### src/sv/wvpa_pkg.sv
// shared types, constants and table functions of the water vapor pressure pipeline
`default_nettype none
package wvpa_pkg;

    // per-word side flags that travel with the data
    typedef struct packed {
        logic high;   // high coefficient set in use
        logic oor;    // temperature outside 1..374 C
        logic zero;   // C+t not positive, pressure forced to 0
    } wvpa_flags_t;

    // temperature thresholds on the raw kelvin Q8 input
    localparam logic [17:0] HIGH_MIN = 18'd97643;
    localparam logic [17:0] OOR_LO   = 18'd70182;
    localparam logic [17:0] OOR_HI   = 18'd165671;

    // C+t offsets in 1/256000 degree units
    localparam logic [27:0] OFF_LO = 28'd10169344;
    localparam logic [27:0] OFF_HI = 28'd7338240;

    // B*1000*8 for the divider range check
    localparam logic [27:0] BM8_LO = 28'd13845040;
    localparam logic [27:0] BM8_HI = 28'd14487520;

    // A*100000
    localparam logic [63:0] AM_LO = 64'd807131;
    localparam logic [63:0] AM_HI = 64'd814019;

    localparam logic signed [30:0] LOG2_10_Q28 = 31'sd891723283;
    localparam logic [63:0]        LN2_Q30     = 64'd744261118;
    localparam logic [63:0]        HALF_Q30    = 64'd536870912;
    localparam logic [63:0]        ONE_Q30     = 64'd1073741824;

    // pascal conversion: p = round(m*5065 / (38*2^s))
    localparam logic [44:0] PA_NUM   = 45'd5065;
    localparam logic [45:0] PA_BIAS  = 46'd19;
    localparam logic [45:0] PA_LIMIT = 46'd1275068416;
    localparam logic [63:0] RECIP_19 = (64'd34359738368 + 64'd18) / 64'd19;
    localparam logic [24:0] PA_MAX   = 25'h1FFFFFF;

    // integer square root, elaboration use only
    function automatic logic [63:0] isqrt64(input logic [63:0] v);
        logic [63:0] rem;
        logic [63:0] res;
        logic [63:0] bit_v;
        rem   = v;
        res   = '0;
        bit_v = 64'h4000_0000_0000_0000;
        for (int i = 0; i < 32; i++)
        begin
            if (rem >= res + bit_v)
            begin
                rem = rem - (res + bit_v);
                res = (res >> 1) + bit_v;
            end
            else
            begin
                res = res >> 1;
            end
            bit_v = bit_v >> 2;
        end
        return res;
    endfunction

    // 2^(2^-k) in Q30 by repeated square roots
    function automatic logic [63:0] root_q30(input int k);
        logic [63:0] g;
        g = 64'd2147483648;
        for (int j = 1; j <= 14; j++)
        begin
            if (j <= k)
            begin
                g = isqrt64(g << 30);
            end
        end
        return g;
    endfunction

endpackage
`default_nettype wire

### src/sv/wvpa_scale.sv
// mmHg to pascal scaling, rounding and saturation
`default_nettype none
module wvpa_scale (
    input  wire                     clk,
    input  wire                     rst_n,
    input  wire                     in_valid,
    input  wire  wvpa_pkg::wvpa_flags_t in_flags,
    input  wire  [31:0]             mant,
    input  wire  signed [6:0]       expo,
    output logic                    out_valid,
    output logic [24:0]             pressure,
    output logic                    high,
    output logic                    oor
);
    // stage 1: m*5065 and shift count 30-n
    logic                  v1_reg;
    wvpa_pkg::wvpa_flags_t f1_reg;
    logic [44:0]           num_reg;
    logic signed [7:0]     s_reg;

    // stage 2: shift with rounding bias, saturation check
    logic [45:0] t_c;
    always_comb
    begin
        if (s_reg > 8'sd49)
            t_c = '0;
        else
            t_c = 46'(num_reg >> s_reg[5:0]) + wvpa_pkg::PA_BIAS;
    end

    logic                  v2_reg;
    wvpa_pkg::wvpa_flags_t f2_reg;
    logic [30:0]           t_reg;
    logic                  sat_reg;

    // stage 3: divide by 38 as halve then reciprocal of 19
    logic [63:0] q_c;
    assign q_c = (64'(t_reg[30:1]) * wvpa_pkg::RECIP_19) >> 35;

    logic        v3_reg;
    logic [24:0] p_reg;
    logic        h_reg;
    logic        o_reg;

    always_ff @(posedge clk or negedge rst_n)
    begin
        if (!rst_n)
        begin
            v1_reg <= 1'b0;
            v2_reg <= 1'b0;
            v3_reg <= 1'b0;
        end
        else
        begin
            v1_reg <= in_valid;
            v2_reg <= v1_reg;
            v3_reg <= v2_reg;
        end
    end

    always_ff @(posedge clk)
    begin
        f1_reg  <= in_flags;
        num_reg <= 45'(mant) * wvpa_pkg::PA_NUM;
        s_reg   <= 8'sd30 - 8'(expo);
        f2_reg  <= f1_reg;
        t_reg   <= t_c[30:0];
        sat_reg <= t_c >= wvpa_pkg::PA_LIMIT;
        h_reg   <= f2_reg.high;
        o_reg   <= f2_reg.oor;
        if (f2_reg.zero)
            p_reg <= '0;
        else if (sat_reg)
            p_reg <= wvpa_pkg::PA_MAX;
        else
            p_reg <= q_c[24:0];
    end

    assign out_valid = v3_reg;
    assign pressure  = p_reg;
    assign high      = h_reg;
    assign oor       = o_reg;

endmodule
`default_nettype wire

### config.mk
export PLATFORM = sky130hd
export DESIGN_NAME = wvpa_scale
export DESIGN_NICKNAME = d
export VERILOG_FILES = /design/src/sv/wvpa_pkg.sv /design/src/sv/wvpa_scale.sv
export SDC_FILE = /design/constraint.sdc
export NUM_CORES = 2
export LEC_CHECK = 0
export BUFFER_PORTS_ARGS = -buffer_cell sky130_fd_sc_hd__buf_2
export CORE_MARGIN = 1.5
export CORE_UTILIZATION = 45
export CTS_CLUSTER_SIZE = 28
export DETAILED_ROUTE_END_ITERATION = 10
export PLACE_DENSITY = 0.68
export SLEW_MARGIN = 25
export SYNTH_ARGS = -nofsm -noshare
export SYNTH_HDL_FRONTEND = slang
export SYNTH_SLANG_ARGS = --single-unit
### constraint.sdc
create_clock -name clk -period 7.4 [get_ports clk]
set_input_delay 1.48 -clock clk [delete_from_list [all_inputs] [get_ports clk]]
set_output_delay 1.48 -clock clk [all_outputs]
set_load 0.005 [all_outputs]
---- Word level (Yosys, flattened, before mapping) ----
Index checks and enable logic that the tools add are counted.
word-level totals
  bits in registers ....................... 121
  bits of input ports ..................... 45
  word-level logic and storage cells ...... 25
  output and inout port bits .............. 28
  ROM bits ................................ 0
  memories ................................ 0
  latch bits .............................. 0
  memory bits (writable) .................. 0
cells by class
  $add $sub $neg .......................... 2
  equal/unequal tests ..................... 0
  bitwise operators ....................... 0
  reduce and logical (&&, ||, !) cells .... 0
  order comparisons ....................... 2
  multiplexer cells ....................... 2
  div/mod/pow operators ................... 0
  shifts and indexed selects .............. 1
  multipliers ............................. 2
operators with widths
  kind                      count
  $mul A30 B31 Y60 const B  1
  $add A46 B5 Y46 const B   1
  $ge A46 B31 Y1 const B    1
  $mux W46                  1
  $shr A45 B6 Y46           1
  $mul A32 B13 Y45 const B  1
  $mux W25                  1
  $gt A8 B7 Y1 const B      1
  $sub A6 B7 Y8 const A     1

---- Depth between registers and ports, before layout ----
  depth in word-level cells ............... 4
  mapped depth ............................ 29
  mapped depth without buffers ............ 29

---- Least setup slack after synthesis ----
OpenSTA, ideal clock, no wires.
  path kind ............................... register -> register
  from .................................... register t_reg[29]
  to ...................................... register p_reg[24] (netlist: pressure[24])
  clock period less this slack ............ 7.094 ns
  required time ........................... 7.268 ns
  stages on the path, launching flop included .. 28
  setup time .............................. 0.132 ns
  arrival ................................. 6.962 ns
  path buffers ............................ 0
  path slack .............................. 0.306 ns
  cell sequence ........................... dfxtp_1 -> inv_1 -> ha_1 -> inv_1 -> fa_1 -> inv_1 -> fa_1 -> inv_1 -> fa_1 -> inv_1 -> fa_1 -> inv_1 -> fa_1 -> fa_1 -> ha_1 -> ha_1 -> a21o_1 -> a21o_1 -> a21oi_1 -> o21ai_0 -> nor3b_1 -> a21oi_1 -> a21oi_1 -> o21ai_0 -> a211oi_1 -> o31ai_1 -> xnor2_1 -> a21oi_1
between the ends
  longest elaborated chain between the ends .. 2
ends and longest elaborated chain
  what                    line              RTL
  from (decl)             wvpa_scale.sv:33  logic [30:0] t_reg;
  from (signal assigned)  wvpa_scale.sv:67  t_reg <= t_c[30:0];
  $mul A30 B31 Y60        wvpa_scale.sv:38  assign q_c = (64'(t_reg[30:1]) * wvpa_pkg::RECIP_19) >> 35;
  $mux W25                wvpa_scale.sv:73  else if (sat_reg)
  to (signal assigned)    wvpa_scale.sv:74  p_reg <= wvpa_pkg::PA_MAX;
  to (signal assigned)    wvpa_scale.sv:76  p_reg <= q_c[24:0];
  to (decl)               wvpa_scale.sv:41  logic [24:0] p_reg;
Every way passes these cells.
A chain may end at the register's enable or synchronous reset.

---- Worst setup path after layout ----
  from .................................... register t_reg[27]
  to ...................................... register p_reg[21] (netlist: pressure[21])
The elaborated chain is that of the path after synthesis.

==> results.md <==
* Vias in the first global route at 20681
* Minimum clock period after layout at 7220 ps
* CP startpoint kind: flop
* H-tree levels at 4
* Post-Syn Instances at 2766
* Wirelength, routed at 72000 um
* Synth Flop Type: dfxtp_1
* Top Usage Layer GRT: met2
* Diode count at 0
* Total gr overflow at 0
* Critical Path Fanout Max at 4
* Pre-CTS setup slack at -120 ps
* TNS Setup at 0 ps
* Clock Latency Late Sink at 470 ps
* Synthesized Nets at 3781
* Cell area after synthesis at 27800 um^2
* Min-Delay Path Class: flop to flop
* Met2 usage at 40.7%
* Most common cell on crit path: fa_1
* Post-synth EDFFs at 0
* Slowest-stage cell, CP: fa_1
* Hold buffers post-CTS at 0
* Post-synth ARST share at 2.50%
* DRC Markers at 0
* Final setup fails at 0
* Die Y at 252 um
* Met1 Use GR at 29.5%
* Worst Max-Slew Pin Slew at 893 ps
* Commonest cells post-synth: inv_1, ha_1, fa_1
* RSZ-0062 raised after global routing: true
* Status: finished clean
* GRT Util Overall at 23.6%
* Syn_area_per_cell at 10.1 um^2
* Most common cell in the synthesized netlist: inv_1
* Worst path max stage delay at 560 ps
* Fmax at 0.139 GHz
* Flops & latches, synth at 120
* WP buf/inv at 4
* Vias per cell at 5.27
* Top Ports at 73
* Worst R2R Setup Slack at 180 ps
* Synth area leaders: fa_1, ha_1, inv_1, dfxtp_1, mux4_2
* Yosys warns at 0
* Worst path top cell family by delay: adder cells
* Synth cell types at 84
* DRT antenna net count at 0
* Crit Path Class: flop to flop
* Pre-antenna DRT Iters at 5
* Post-synthesis sequential area ratio at 8.68%
* Max reg flops at 45
* Proportion of layout cells with a drive suffix above 1 at 11.6%
* Initial antenna violation count at 1
* Hold slack at 325 ps
* Post-route setup slack at 185 ps
* Period utilization at 97.5%
* Die area at 63400 um^2
* I/O Buffers at 72
* Area share of the largest cell type after synthesis at 34.4%
* Max-cap violation count at 0
* CP Capture Type: flop
* Initial cell density of the core at 45.9%
* Clock Path Buffers at 2
* CTS Buf Count at 17
* # rows at 90
* Core Util, Final at 50.3%
* Hold Vio Cnt, Final at 0
* Global-route wire length before repair at 114000 um
* Avg WL per Cell at 19.3 um
* DP Wirelength at 63800 um
* Layout Area Growth over Synthesis at 9.65%
* Required time of the critical path at 7690 ps
* Largest net degree at the start of global routing at 45
* Clk root buf: clkbuf_16
* Clk sinks at 120
* Met3 global-route usage at 3.28%
* Final Max Slew Viols at 0
* Total number of vias at 19653
* Nets@finish at 3947
* Drt initial violations at 1188
* Gpl congestion at 1.02
* Clock Pin Slew Worst Setup and Hold Paths at 60 ps
* Worst EP arrival at 7510 ps
* CTS tree: yes
* Core Region at 60700 um^2
* Die Width at 252 um
* Cell taking the most area after synthesis: fa_1
* Slew HR at 40.4%
* Final Skew at 17.6 ps
## cells in the final DEF (no fill, tap or decap), drive strengths merged, types with 6 or more instances in the layout
| cell | n |
|---|---|
| nand2b | 15 |
| a22oi | 9 |
| ha | 491 |
| nand2 | 73 |
| a41oi | 7 |
| nand3 | 26 |
| o21ai | 53 |
| mux4 | 45 |
| xnor2 | 60 |
| a21boi | 6 |
| mux2i | 44 |
| clkbuf | 19 |
| a21oi | 94 |
| o21bai | 7 |
| inv | 739 |
| or2 | 8 |
| a31oi | 10 |
| or3 | 12 |
| o211ai | 10 |
| a211o | 6 |
| nand4 | 13 |
| o22ai | 7 |
| nor2b | 21 |
| buf | 191 |
| and3 | 7 |
| o21a | 18 |
| nor3 | 16 |
| mux2 | 34 |
| o31ai | 6 |
| nor2 | 111 |
| dfxtp | 117 |
| nor4 | 6 |
| fa | 479 |
| a21o | 48 |
| a211oi | 6 |
| a22o | 6 |
| xor2 | 39 |
## what timing repair did
item	in CTS	in global routing
hold endpoints to repair	0	0
pin swaps	2	15
buffers inserted	0	1
setup endpoints to repair	5	13
gates resized for setup	2	37
## path summary, 6_finish.rpt
path                                   start                       to  cells after the start
min in group asynchronous              rst_n      out_valid$_DFF_PN0_                      1
max in group asynchronous              rst_n         v2_reg$_DFF_PN0_                      1
max reg2reg                t_reg[27]$_DFF_P_  pressure[21]$_SDFF_PP0_                     25
min reg2reg                f1_reg[0]$_DFF_P_        f2_reg[0]$_DFF_P_                      0
min                        f1_reg[0]$_DFF_P_        f2_reg[0]$_DFF_P_                      0
max                        t_reg[27]$_DFF_P_  pressure[21]$_SDFF_PP0_                     25
## cell families (layout without fill, tap and decap cells)
logic type | after synthesis | in the layout | share of synthesized area (%)
AOI/OAI and AO/OA | 346 | 346 | 8.40
xor gates and xnor gates | 99 | 99 | 3.11
adders and majority gates | 970 | 970 | 56.5
buffers and inverters | 780 | 959 | 10.9
DFF | 120 | 120 | 8.68
muxes | 123 | 123 | 6.60
and+or+nand+nor | 328 | 328 | 5.81
## metrics by stage
step                std cells  cell area, um^2
detailed placement       3694            29800
finish                   3727            30500
global placement         3694            29800
floorplan                2766            27800
CTS                      3726            30400
global route             3727            30500
## metal layers
layer,share of wire [%],up-vias,wire length (um)
li1,-,9248,-
met2,49,547,35300
met4,4.4,2,3180
met3,5.2,149,3760
met1,41,9707,29700
met5,0.017,-,12
## layout make-up
cell class / count / area [um^2]
flip-flops and latches: 120 / 2430
clock inverters: 13 / 144
inverters: 736 / 2760
fillers: 5609 / 30200
clock buffers: 19 / 443
multi-input cells: 1866 / 22500
well taps: 782 / 978
repair buffers: 191 / 1250
Power is left out: the tool's default activity adds up to more than one toggle a clock period on the data nets, which glitch-free logic cannot reach.
