**config.mk**
```make
export PLATFORM = sky130hd
export DESIGN_NAME = wvpa_div
export DESIGN_NICKNAME = d
export VERILOG_FILES = /design/src/sv/wvpa_pkg.sv /design/src/sv/wvpa_div.sv
export SDC_FILE = /design/constraint.sdc
export NUM_CORES = 2
export LEC_CHECK = 0
export BUFFER_PORTS_ARGS = -buffer_cell sky130_fd_sc_hd__buf_2
export CAP_MARGIN = 40
export CORE_MARGIN = 8
export CORE_UTILIZATION = 40
export DETAILED_ROUTE_END_ITERATION = 8
export SETUP_SLACK_MARGIN = 0.1
export SLEW_MARGIN = 20
export SYNTH_ARGS = -nofsm -noshare
export SYNTH_HDL_FRONTEND = slang
export SYNTH_SLANG_ARGS = --single-unit
```
**constraint.sdc**
```tcl
create_clock -name clk -period 8.3 [get_ports clk]
set_input_delay 0.415 -clock clk [delete_from_list [all_inputs] [get_ports clk]]
set_output_delay 0.415 -clock clk [all_outputs]
set_load 0.01 [all_outputs]
```
**src/sv/wvpa_pkg.sv**
```systemverilog
// shared types, constants and table functions of the water vapor pressure pipeline
`default_nettype none
package wvpa_pkg;

    // per-word side flags that travel with the data
    typedef struct packed {
        logic high;   // high coefficient set in use
        logic oor;    // temperature outside 1..374 C
        logic zero;   // C+t not positive, pressure forced to 0
    } wvpa_flags_t;

    // temperature thresholds on the raw kelvin Q8 input
    localparam logic [17:0] HIGH_MIN = 18'd97643;
    localparam logic [17:0] OOR_LO   = 18'd70182;
    localparam logic [17:0] OOR_HI   = 18'd165671;

    // C+t offsets in 1/256000 degree units
    localparam logic [27:0] OFF_LO = 28'd10169344;
    localparam logic [27:0] OFF_HI = 28'd7338240;

    // B*1000*8 for the divider range check
    localparam logic [27:0] BM8_LO = 28'd13845040;
    localparam logic [27:0] BM8_HI = 28'd14487520;

    // A*100000
    localparam logic [63:0] AM_LO = 64'd807131;
    localparam logic [63:0] AM_HI = 64'd814019;

    localparam logic signed [30:0] LOG2_10_Q28 = 31'sd891723283;
    localparam logic [63:0]        LN2_Q30     = 64'd744261118;
    localparam logic [63:0]        HALF_Q30    = 64'd536870912;
    localparam logic [63:0]        ONE_Q30     = 64'd1073741824;

    // pascal conversion: p = round(m*5065 / (38*2^s))
    localparam logic [44:0] PA_NUM   = 45'd5065;
    localparam logic [45:0] PA_BIAS  = 46'd19;
    localparam logic [45:0] PA_LIMIT = 46'd1275068416;
    localparam logic [63:0] RECIP_19 = (64'd34359738368 + 64'd18) / 64'd19;
    localparam logic [24:0] PA_MAX   = 25'h1FFFFFF;

    // integer square root, elaboration use only
    function automatic logic [63:0] isqrt64(input logic [63:0] v);
        logic [63:0] rem;
        logic [63:0] res;
        logic [63:0] bit_v;
        rem   = v;
        res   = '0;
        bit_v = 64'h4000_0000_0000_0000;
        for (int i = 0; i < 32; i++)
        begin
            if (rem >= res + bit_v)
            begin
                rem = rem - (res + bit_v);
                res = (res >> 1) + bit_v;
            end
            else
            begin
                res = res >> 1;
            end
            bit_v = bit_v >> 2;
        end
        return res;
    endfunction

    // 2^(2^-k) in Q30 by repeated square roots
    function automatic logic [63:0] root_q30(input int k);
        logic [63:0] g;
        g = 64'd2147483648;
        for (int j = 1; j <= 14; j++)
        begin
            if (j <= k)
            begin
                g = isqrt64(g << 30);
            end
        end
        return g;
    endfunction

endpackage
`default_nettype wire

```
**src/sv/wvpa_div.sv**
```systemverilog
// front end and bit-per-stage restoring divider for B/(C+t)
`default_nettype none
module wvpa_div #(
    parameter int FB = 20
) (
    input  wire                     clk,
    input  wire                     rst_n,
    input  wire                     in_valid,
    input  wire  [17:0]             temp,
    output logic                    out_valid,
    output wvpa_pkg::wvpa_flags_t   out_flags,
    output logic [FB+4:0]           quot
);
    localparam int QB = FB + 5;

    // front stage: set select, range flags, denominator
    logic [27:0]           prod0;
    logic [27:0]           off0;
    wvpa_pkg::wvpa_flags_t flags0;
    assign prod0       = 28'(28'(temp) * 28'd1000);
    assign flags0.high = temp >= wvpa_pkg::HIGH_MIN;
    assign flags0.oor  = (temp <= wvpa_pkg::OOR_LO) || (temp >= wvpa_pkg::OOR_HI);
    assign off0        = flags0.high ? wvpa_pkg::OFF_HI : wvpa_pkg::OFF_LO;
    assign flags0.zero = prod0 <= off0;

    logic                  v0_reg;
    wvpa_pkg::wvpa_flags_t f0_reg;
    logic [27:0]           dk0_reg;

    always_ff @(posedge clk or negedge rst_n)
    begin
        if (!rst_n)
            v0_reg <= 1'b0;
        else
            v0_reg <= in_valid;
    end

    always_ff @(posedge clk)
    begin
        f0_reg  <= flags0;
        dk0_reg <= prod0 - off0;
    end

    // divider stages; index 0 holds the range check
    logic                  v_reg  [0:QB];
    wvpa_pkg::wvpa_flags_t f_reg  [0:QB];
    logic                  sat_reg[0:QB];
    logic [27:0]           dk_reg [0:QB];
    logic [28:0]           r_reg  [0:QB];
    logic [QB-1:0]         q_reg  [0:QB];

    logic [27:0] bm8;
    assign bm8 = f0_reg.high ? wvpa_pkg::BM8_HI : wvpa_pkg::BM8_LO;

    always_ff @(posedge clk or negedge rst_n)
    begin
        if (!rst_n)
            v_reg[0] <= 1'b0;
        else
            v_reg[0] <= v0_reg;
    end

    always_ff @(posedge clk)
    begin
        f_reg[0]   <= f0_reg;
        sat_reg[0] <= bm8 >= dk0_reg;
        dk_reg[0]  <= dk0_reg;
        r_reg[0]   <= {1'b0, bm8};
        q_reg[0]   <= '0;
    end

    for (genvar i = 0; i < QB; i++)
    begin : g_step
        logic [28:0]   r2;
        logic          ge;
        logic [28:0]   r_next;
        logic [QB-1:0] q_next;

        // one quotient bit per stage
        always_comb
        begin
            r2     = {r_reg[i][27:0], 1'b0};
            ge     = r2 >= {1'b0, dk_reg[i]};
            r_next = ge ? (r2 - {1'b0, dk_reg[i]}) : r2;
            q_next = {q_reg[i][QB-2:0], ge};
        end

        always_ff @(posedge clk or negedge rst_n)
        begin
            if (!rst_n)
                v_reg[i+1] <= 1'b0;
            else
                v_reg[i+1] <= v_reg[i];
        end

        always_ff @(posedge clk)
        begin
            f_reg[i+1]   <= f_reg[i];
            sat_reg[i+1] <= sat_reg[i];
            dk_reg[i+1]  <= dk_reg[i];
            r_reg[i+1]   <= r_next;
            q_reg[i+1]   <= q_next;
        end
    end

    assign out_valid = v_reg[QB];
    assign out_flags = f_reg[QB];
    assign quot      = sat_reg[QB] ? '1 : q_reg[QB];

endmodule
`default_nettype wire

```
==> Yosys cells after proc, flatten, opt, wreduce, memory -nomap -nowiden <==
Memories as Yosys holds them, arrays and structs flattened.
Index checks and enable logic that the tools add are counted.
{ "totals": {"regBits": 58, "latchBits": 0, "ram_bits": 2236, "romBits": 0, "input_bits": 21, "elab_cells": 122, "mem_count": 5} }
{ "classes": {"addsub": 26, "multipliers": 1, "div_mod_pow": 0, "order_cmp": 30, "eq_ne": 0, "shift": 0, "n_mux": 28, "n_bitwise": 0, "n_reduce_logical": 1} }
{ "mem_list": {"columns": ["name", "words", "width", "read_ports", "rd_clocked_by_memory_dff", "write_ports", "line_no", "source"], "rows": [
  ["r_reg", 26, 29, 25, 0, 26, "wvpa_div.sv:49", "logic [28:0] r_reg [0:QB];"],
  ["dk_reg", 26, 28, 25, 0, 26, "wvpa_div.sv:48", "logic [27:0] dk_reg [0:QB];"],
  ["q_reg", 26, 25, 26, 0, 26, "wvpa_div.sv:50", "logic [QB-1:0] q_reg [0:QB];"],
  ["f_reg", 26, 3, 26, 0, 26, "wvpa_div.sv:46", "wvpa_pkg::wvpa_flags_t f_reg [0:QB];"],
  ["sat_reg", 26, 1, 26, 0, 26, "wvpa_div.sv:47", "logic sat_reg[0:QB];"]
]} }
{ "ops": {"columns": ["operator", "n"], "rows": [
  ["$ge 29x28->1", 25],
  ["$mux 29", 25],
  ["$sub 29x28->29", 25],
  ["$ge 24x28->1", 1],
  ["$le 28x24->1", 1],
  ["$sub 28x24->28", 1],
  ["$mul 18x7->25 const B", 1],
  ["$mux 25", 1],
  ["$mux 24", 1],
  ["$mux 20", 1],
  ["$ge 18x17->1 const B", 1],
  ["$ge 18x18->1 const B", 1],
  ["$le 18x17->1 const B", 1],
  ["$logic_or 1x1->1", 1]
]} }

==> Logic depth before layout (Yosys ltp) <==
{ "logic_depth": {"ltp_word": 3, "mapped_depth": 24, "depth_no_buf": 23} }

==> Worst setup path after synthesis <==
No wires, ideal clock.
{ "synth_path": {"path_type": "input to register", "startpoint": "input temp[7]", "endpoint": "register dk0_reg[26]", "t_arrival_ns": 5.660, "setup_slack_ns": 2.569, "stages": 22, "path_cell_list": "inv_1 -> fa_1 -> fa_1 -> fa_1 -> fa_1 -> inv_1 -> ha_1 -> clkbuf_1 -> a21o_1 -> a21o_1 -> a21oi_1 -> o31ai_2 -> a221o_1 -> a21o_1 -> a21oi_1 -> xnor2_1 -> ha_1 -> and3_1 -> and3_1 -> a211o_1 -> nor3_2 -> xor2_1"} }
{ "synth_via": {"elab_chain_len": 3} }
{ "synth_lines": {"columns": ["element", "line_no", "source"], "rows": [
  ["start: declaration", "wvpa_div.sv:9", "input wire [17:0] temp,"],
  ["parallel branches: the longest is 2 deep, another holds $mul 18x7->25", null, null],
  ["$sub 28x24->28 *", "wvpa_div.sv:41", "dk0_reg <= prod0 - off0;"],
  ["end signal: assignment", "wvpa_div.sv:41", null],
  ["end: declaration", "wvpa_div.sv:28", "logic [27:0] dk0_reg;"]
]} }
Every way passes the cells marked *.

==> results.env <==
STATUS='finished clean'
MIN_DELAY_WORST_ENDPOINT='dk0_reg[6]'
DIE-AREA_UM2=203100
CP_COMMON_CELL='sky130_fd_sc_hd__fa_1'
FMAX_MHz=169.1
MOST_USED_FLIP_FLOP_CELL_AFTER_SYNTHESIS='sky130_fd_sc_hd__dfxtp_1'
SYNTH-SEQ-CELLS=1710
LAYOUT_MIN_CYCLE_TIME_PS=5912
DIE-HEIGHT_UM=450.7
TRITONCTS='yes'
SYNTH_EDF_COUNT=0
SYNTH.CELL_AREA_UM2=75590
FINAL-SEQ-AREA_UM2=34370
CTSLONGESTPATHBUFFERS=3
DIE_W_UM=450.7
DRTITER0DRC=2823
SETUP.WORST_PATH.START_CLASS='input port'
RSZ0062_AT_GRT='no'
CRIT-REG2REG-LAUNCH='dk_reg[0][313]'
PORT-BUFFER-COUNT=49
CELL_DEPTH_OF_THE_WORST_HOLD_PATH=3
CTS.HTREE.LEVELS=4
RR_ENDPOINT='r_reg[0][362]'
DETAILED_PLACE_HPWL_UM=130300
MAX_SLEW_MARGIN_PCT=46.81
POSTROUTEWIRELENGTH_UM=167800
SLEW_VIOLATIONS=0
GLOBAL_ROUTE_USAGE_OVER_ALL_LAYERS_PCT=16.07
DETAIL_ROUTE.FIRST_PASS.ITERATIONS=6
SETUP_VIOL_COUNT_FINAL=0
GRT_ANTENNA_BEFORE_REPAIR=4
DETAILROUTE.VIA_COUNT=52330
FLIP_FLOP_COUNT_OF_THE_LARGEST_REGISTER_AFTER_LAYOUT=625
CLOCK-SKEW-FINAL_PS=34.59
IOPINCOUNT=50
WORST_MARGIN_PIN_SLEW_PS=797.9
TIMING_HOLD_VIOLATIONS_FINAL=0
POST_ROUTE_CELLS_DRIVE_ABOVE_1_SHARE_PCT=9.209
CLKLATENCYLATEPIN_PS=810
CTS.SINK_COUNT=1710
MAX_CAP_VIOLATIONS=0
CRITICAL_PATH_REQUIRED_PS=9040
SYN_AVG_CELL_AREA_UM2=9.775
PLACE_CONGESTION=0.8919
CRITICAL_PATH.SLOWEST_CELL='sky130_fd_sc_hd__dlygate4sd3_1'
ROOT_BUFFER='sky130_fd_sc_hd__clkbuf_16'
INITIAL_UTILIZATION_PCT=40.25
YOSYSWARNINGS=0
CRITICAL-PATH-MAX-STAGE-DELAY_PS=530
SETUP.WORST_PATH.END_CLASS='flip-flop'
CP_DATA_ARRIVAL_TIME_PS=6650
SYNTH_TOP_CELLS_BY_COUNT='1683 x sky130_fd_sc_hd__dfxtp_1, 908 x sky130_fd_sc_hd__inv_1, 709 x sky130_fd_sc_hd__ha_1'
CTS_MADE_BUFFERS=182
SYNTH.LIB_CELLS_USED.DISTINCT=102
TIMING_WORST_SETUP_PATH_TYPE='in -> reg'
VIAS_IN_THE_FIRST_GLOBAL_ROUTE=51780
SYNTH.MOST_COMMON_CELL='sky130_fd_sc_hd__dfxtp_1'
SYN_TO_FINAL_GROWTH_PCT=12.65
CRITICAL_PATH.CELL_CHAIN='dlygate4sd3_1 > buf_2 > fa_1 > fa_1 > inv_1 > fa_1 > fa_1 > inv_1 > ha_1 > o21ai_0 > o21bai_1 > a2111oi_2 > o31ai_2 > a221o_1 > a21o_1 > a21oi_1 > xnor2_1 > ha_1 > and3_1 > and3_1 > a211o_1 > o31ai_1 > and3_1'
HOLD_STARTPOINT='temp[3]'
POSTSYNTH.ASYNCRESETSHARE_PCT=1.579
HOLD_PATH.CLASS='in -> reg'
POST-ROUTE-DRC-COUNT=0
SYNTH_CELLS=7733
CRIT_PATH_MAX_FANOUT=6
CTS.CLK_SLEW.WORST_PATHS_PS=60
SEQ_AREA_FRAC_SYNTH_PCT=45.47
CTS.REPAIR.RESIZED=0
SETUP-TNS-FINAL_PS=0
MULTIINPUTGATEAREA_UM2=37270
ANTENNA_VIOLATING_NETS_POST_ROUTE=0
GRT_MAX_DEGREE=48
PERIOD_SHARE_PCT=71.23
PATH_DEPTH_OF_THE_WORST_REG2REG_PATH=13
PLACEMENTROWS=159
CORE_UM2=187800
GRT_PASS1_WL_UM=270400
AVGROUTEDWIREPERCELL_UM=15.93
YOSYS-TOP-CELLS-AREA='sky130_fd_sc_hd__dfxtp_1 45%, sky130_fd_sc_hd__ha_1 12%, sky130_fd_sc_hd__inv_1 4.5%'
VIASPERCELL=4.968
GRT.OVERFLOW.TOTAL=0
SYNTH.LARGEST_AREA_CELL='sky130_fd_sc_hd__dfxtp_1'
FILLERINSTANCES=17800
TIMING.REG2REG.SETUP_SLACK_PS=4240
NUM-NETS-FINAL=8697
SYNTH_TOP_AREA_SHARE_PCT=44.57
## layer usage
| metal | vias up | share of wire (%) | GRT usage (%) |
|---|---|---|---|
| li1 | 26750 | - | - |
| met1 | 24390 | 47 | 20.91 |
| met2 | 893 | 47 | 27.59 |
| met3 | 298 | 3.8 | 2.359 |
| met4 | 0 | 2.7 | 4.934 |
| met5 | - | 0 | 0 |
## critical path: cells and delay by family
| kind | cells | cell delay [ps] |
|---|---|---|
| compound gates | 9 | 2100 |
| xor+xnor | 1 | 160 |
| fa+ha+maj | 6 | 2580 |
| buf+inv | 4 | 790 |
| simple gates | 3 | 610 |
## final cells by class
type	instances	area share [%]
Clock inverter	93	1.568
Timing Repair Buffer	77	0.5995
Inverter	909	4.007
Clock buffer	245	6.018
Tap cell	2495	3.666
Sequential cell	1710	40.36
Multi-Input combinational cell	5002	43.77
Antenna cell	3	0.008816
## placed cells by master, fill, tap and decap left out, types with 50 or more instances in the layout
cell                           n
sky130_fd_sc_hd__o21bai_1     58
sky130_fd_sc_hd__nand2_1     494
sky130_fd_sc_hd__mux2_2      226
sky130_fd_sc_hd__clkbuf_16   185
sky130_fd_sc_hd__and3_1       56
sky130_fd_sc_hd__nor3_1      115
sky130_fd_sc_hd__fa_1         85
sky130_fd_sc_hd__a211oi_1     59
sky130_fd_sc_hd__ha_1        709
sky130_fd_sc_hd__xor2_1      195
sky130_fd_sc_hd__nor2b_1     104
sky130_fd_sc_hd__or2_2        50
sky130_fd_sc_hd__o21a_1       74
sky130_fd_sc_hd__a21oi_1     493
sky130_fd_sc_hd__xnor2_1     296
sky130_fd_sc_hd__o21ai_0     467
sky130_fd_sc_hd__nor2_1      407
sky130_fd_sc_hd__nand4_1      96
sky130_fd_sc_hd__a21o_1      257
sky130_fd_sc_hd__dfxtp_1    1682
sky130_fd_sc_hd__inv_1       908
sky130_fd_sc_hd__nand2b_1     91
sky130_fd_sc_hd__nand3_1      91
## repair_timing
action                                 CTS  global route
endpoints found under the hold margin   31             0
hold buffers                             5             0
setup buffers                            0             0
## kinds of logic (layout without fill, tap and decap cells)
family / after synthesis / in the layout / share of synthesized area, %
AO/OA/AOI/OAI: 1765 / 1765 / 14.76
flip-flops: 1710 / 1710 / 45.47
AND/OR/NAND/NOR: 1687 / 1687 / 10.83
buffers and inverters: 1022 / 1324 / 5.275
adder cells (fa/ha/maj): 794 / 794 / 13.99
XOR/XNOR: 492 / 492 / 5.711
multiplexers: 262 / 262 / 3.959
other: 1 / 5 / 0.004961
## metrics by stage
step / utilization (%) / area (um2) / hold WS [ps] / instances / setup WS [ps]
after detailed placement: 41.87 / 78640 / 312.1 / 10190 / 2048
after global routing: 45.34 / 85150 / 99.92 / 10530 / 2156
after global placement: 41.83 / 78560 / 309.6 / 10180 / 2104
final: 45.34 / 85150 / 125.6 / 10530 / 2388
after floorplan: - / 75590 / 119.4 / 7734 / 2569
after CTS: 45.34 / 85150 / 33.88 / 10530 / 2475
## worst max-delay path by stage
stage          startpoint     endpoint  depth (start not counted)
6_report          temp[0]    f0_reg[0]                         23
5_1_grt           temp[0]    f0_reg[0]                         23
4_1_cts           temp[0]    f0_reg[0]                         23
3_5_place_dp      temp[7]    f0_reg[0]                         22
3_3_place_gp      temp[7]  dk0_reg[27]                         22
2_1_floorplan     temp[7]  dk0_reg[26]                         22
Power is not shown: default switching activity piles up to over one toggle a cycle in this logic, so the estimate is an artifact.
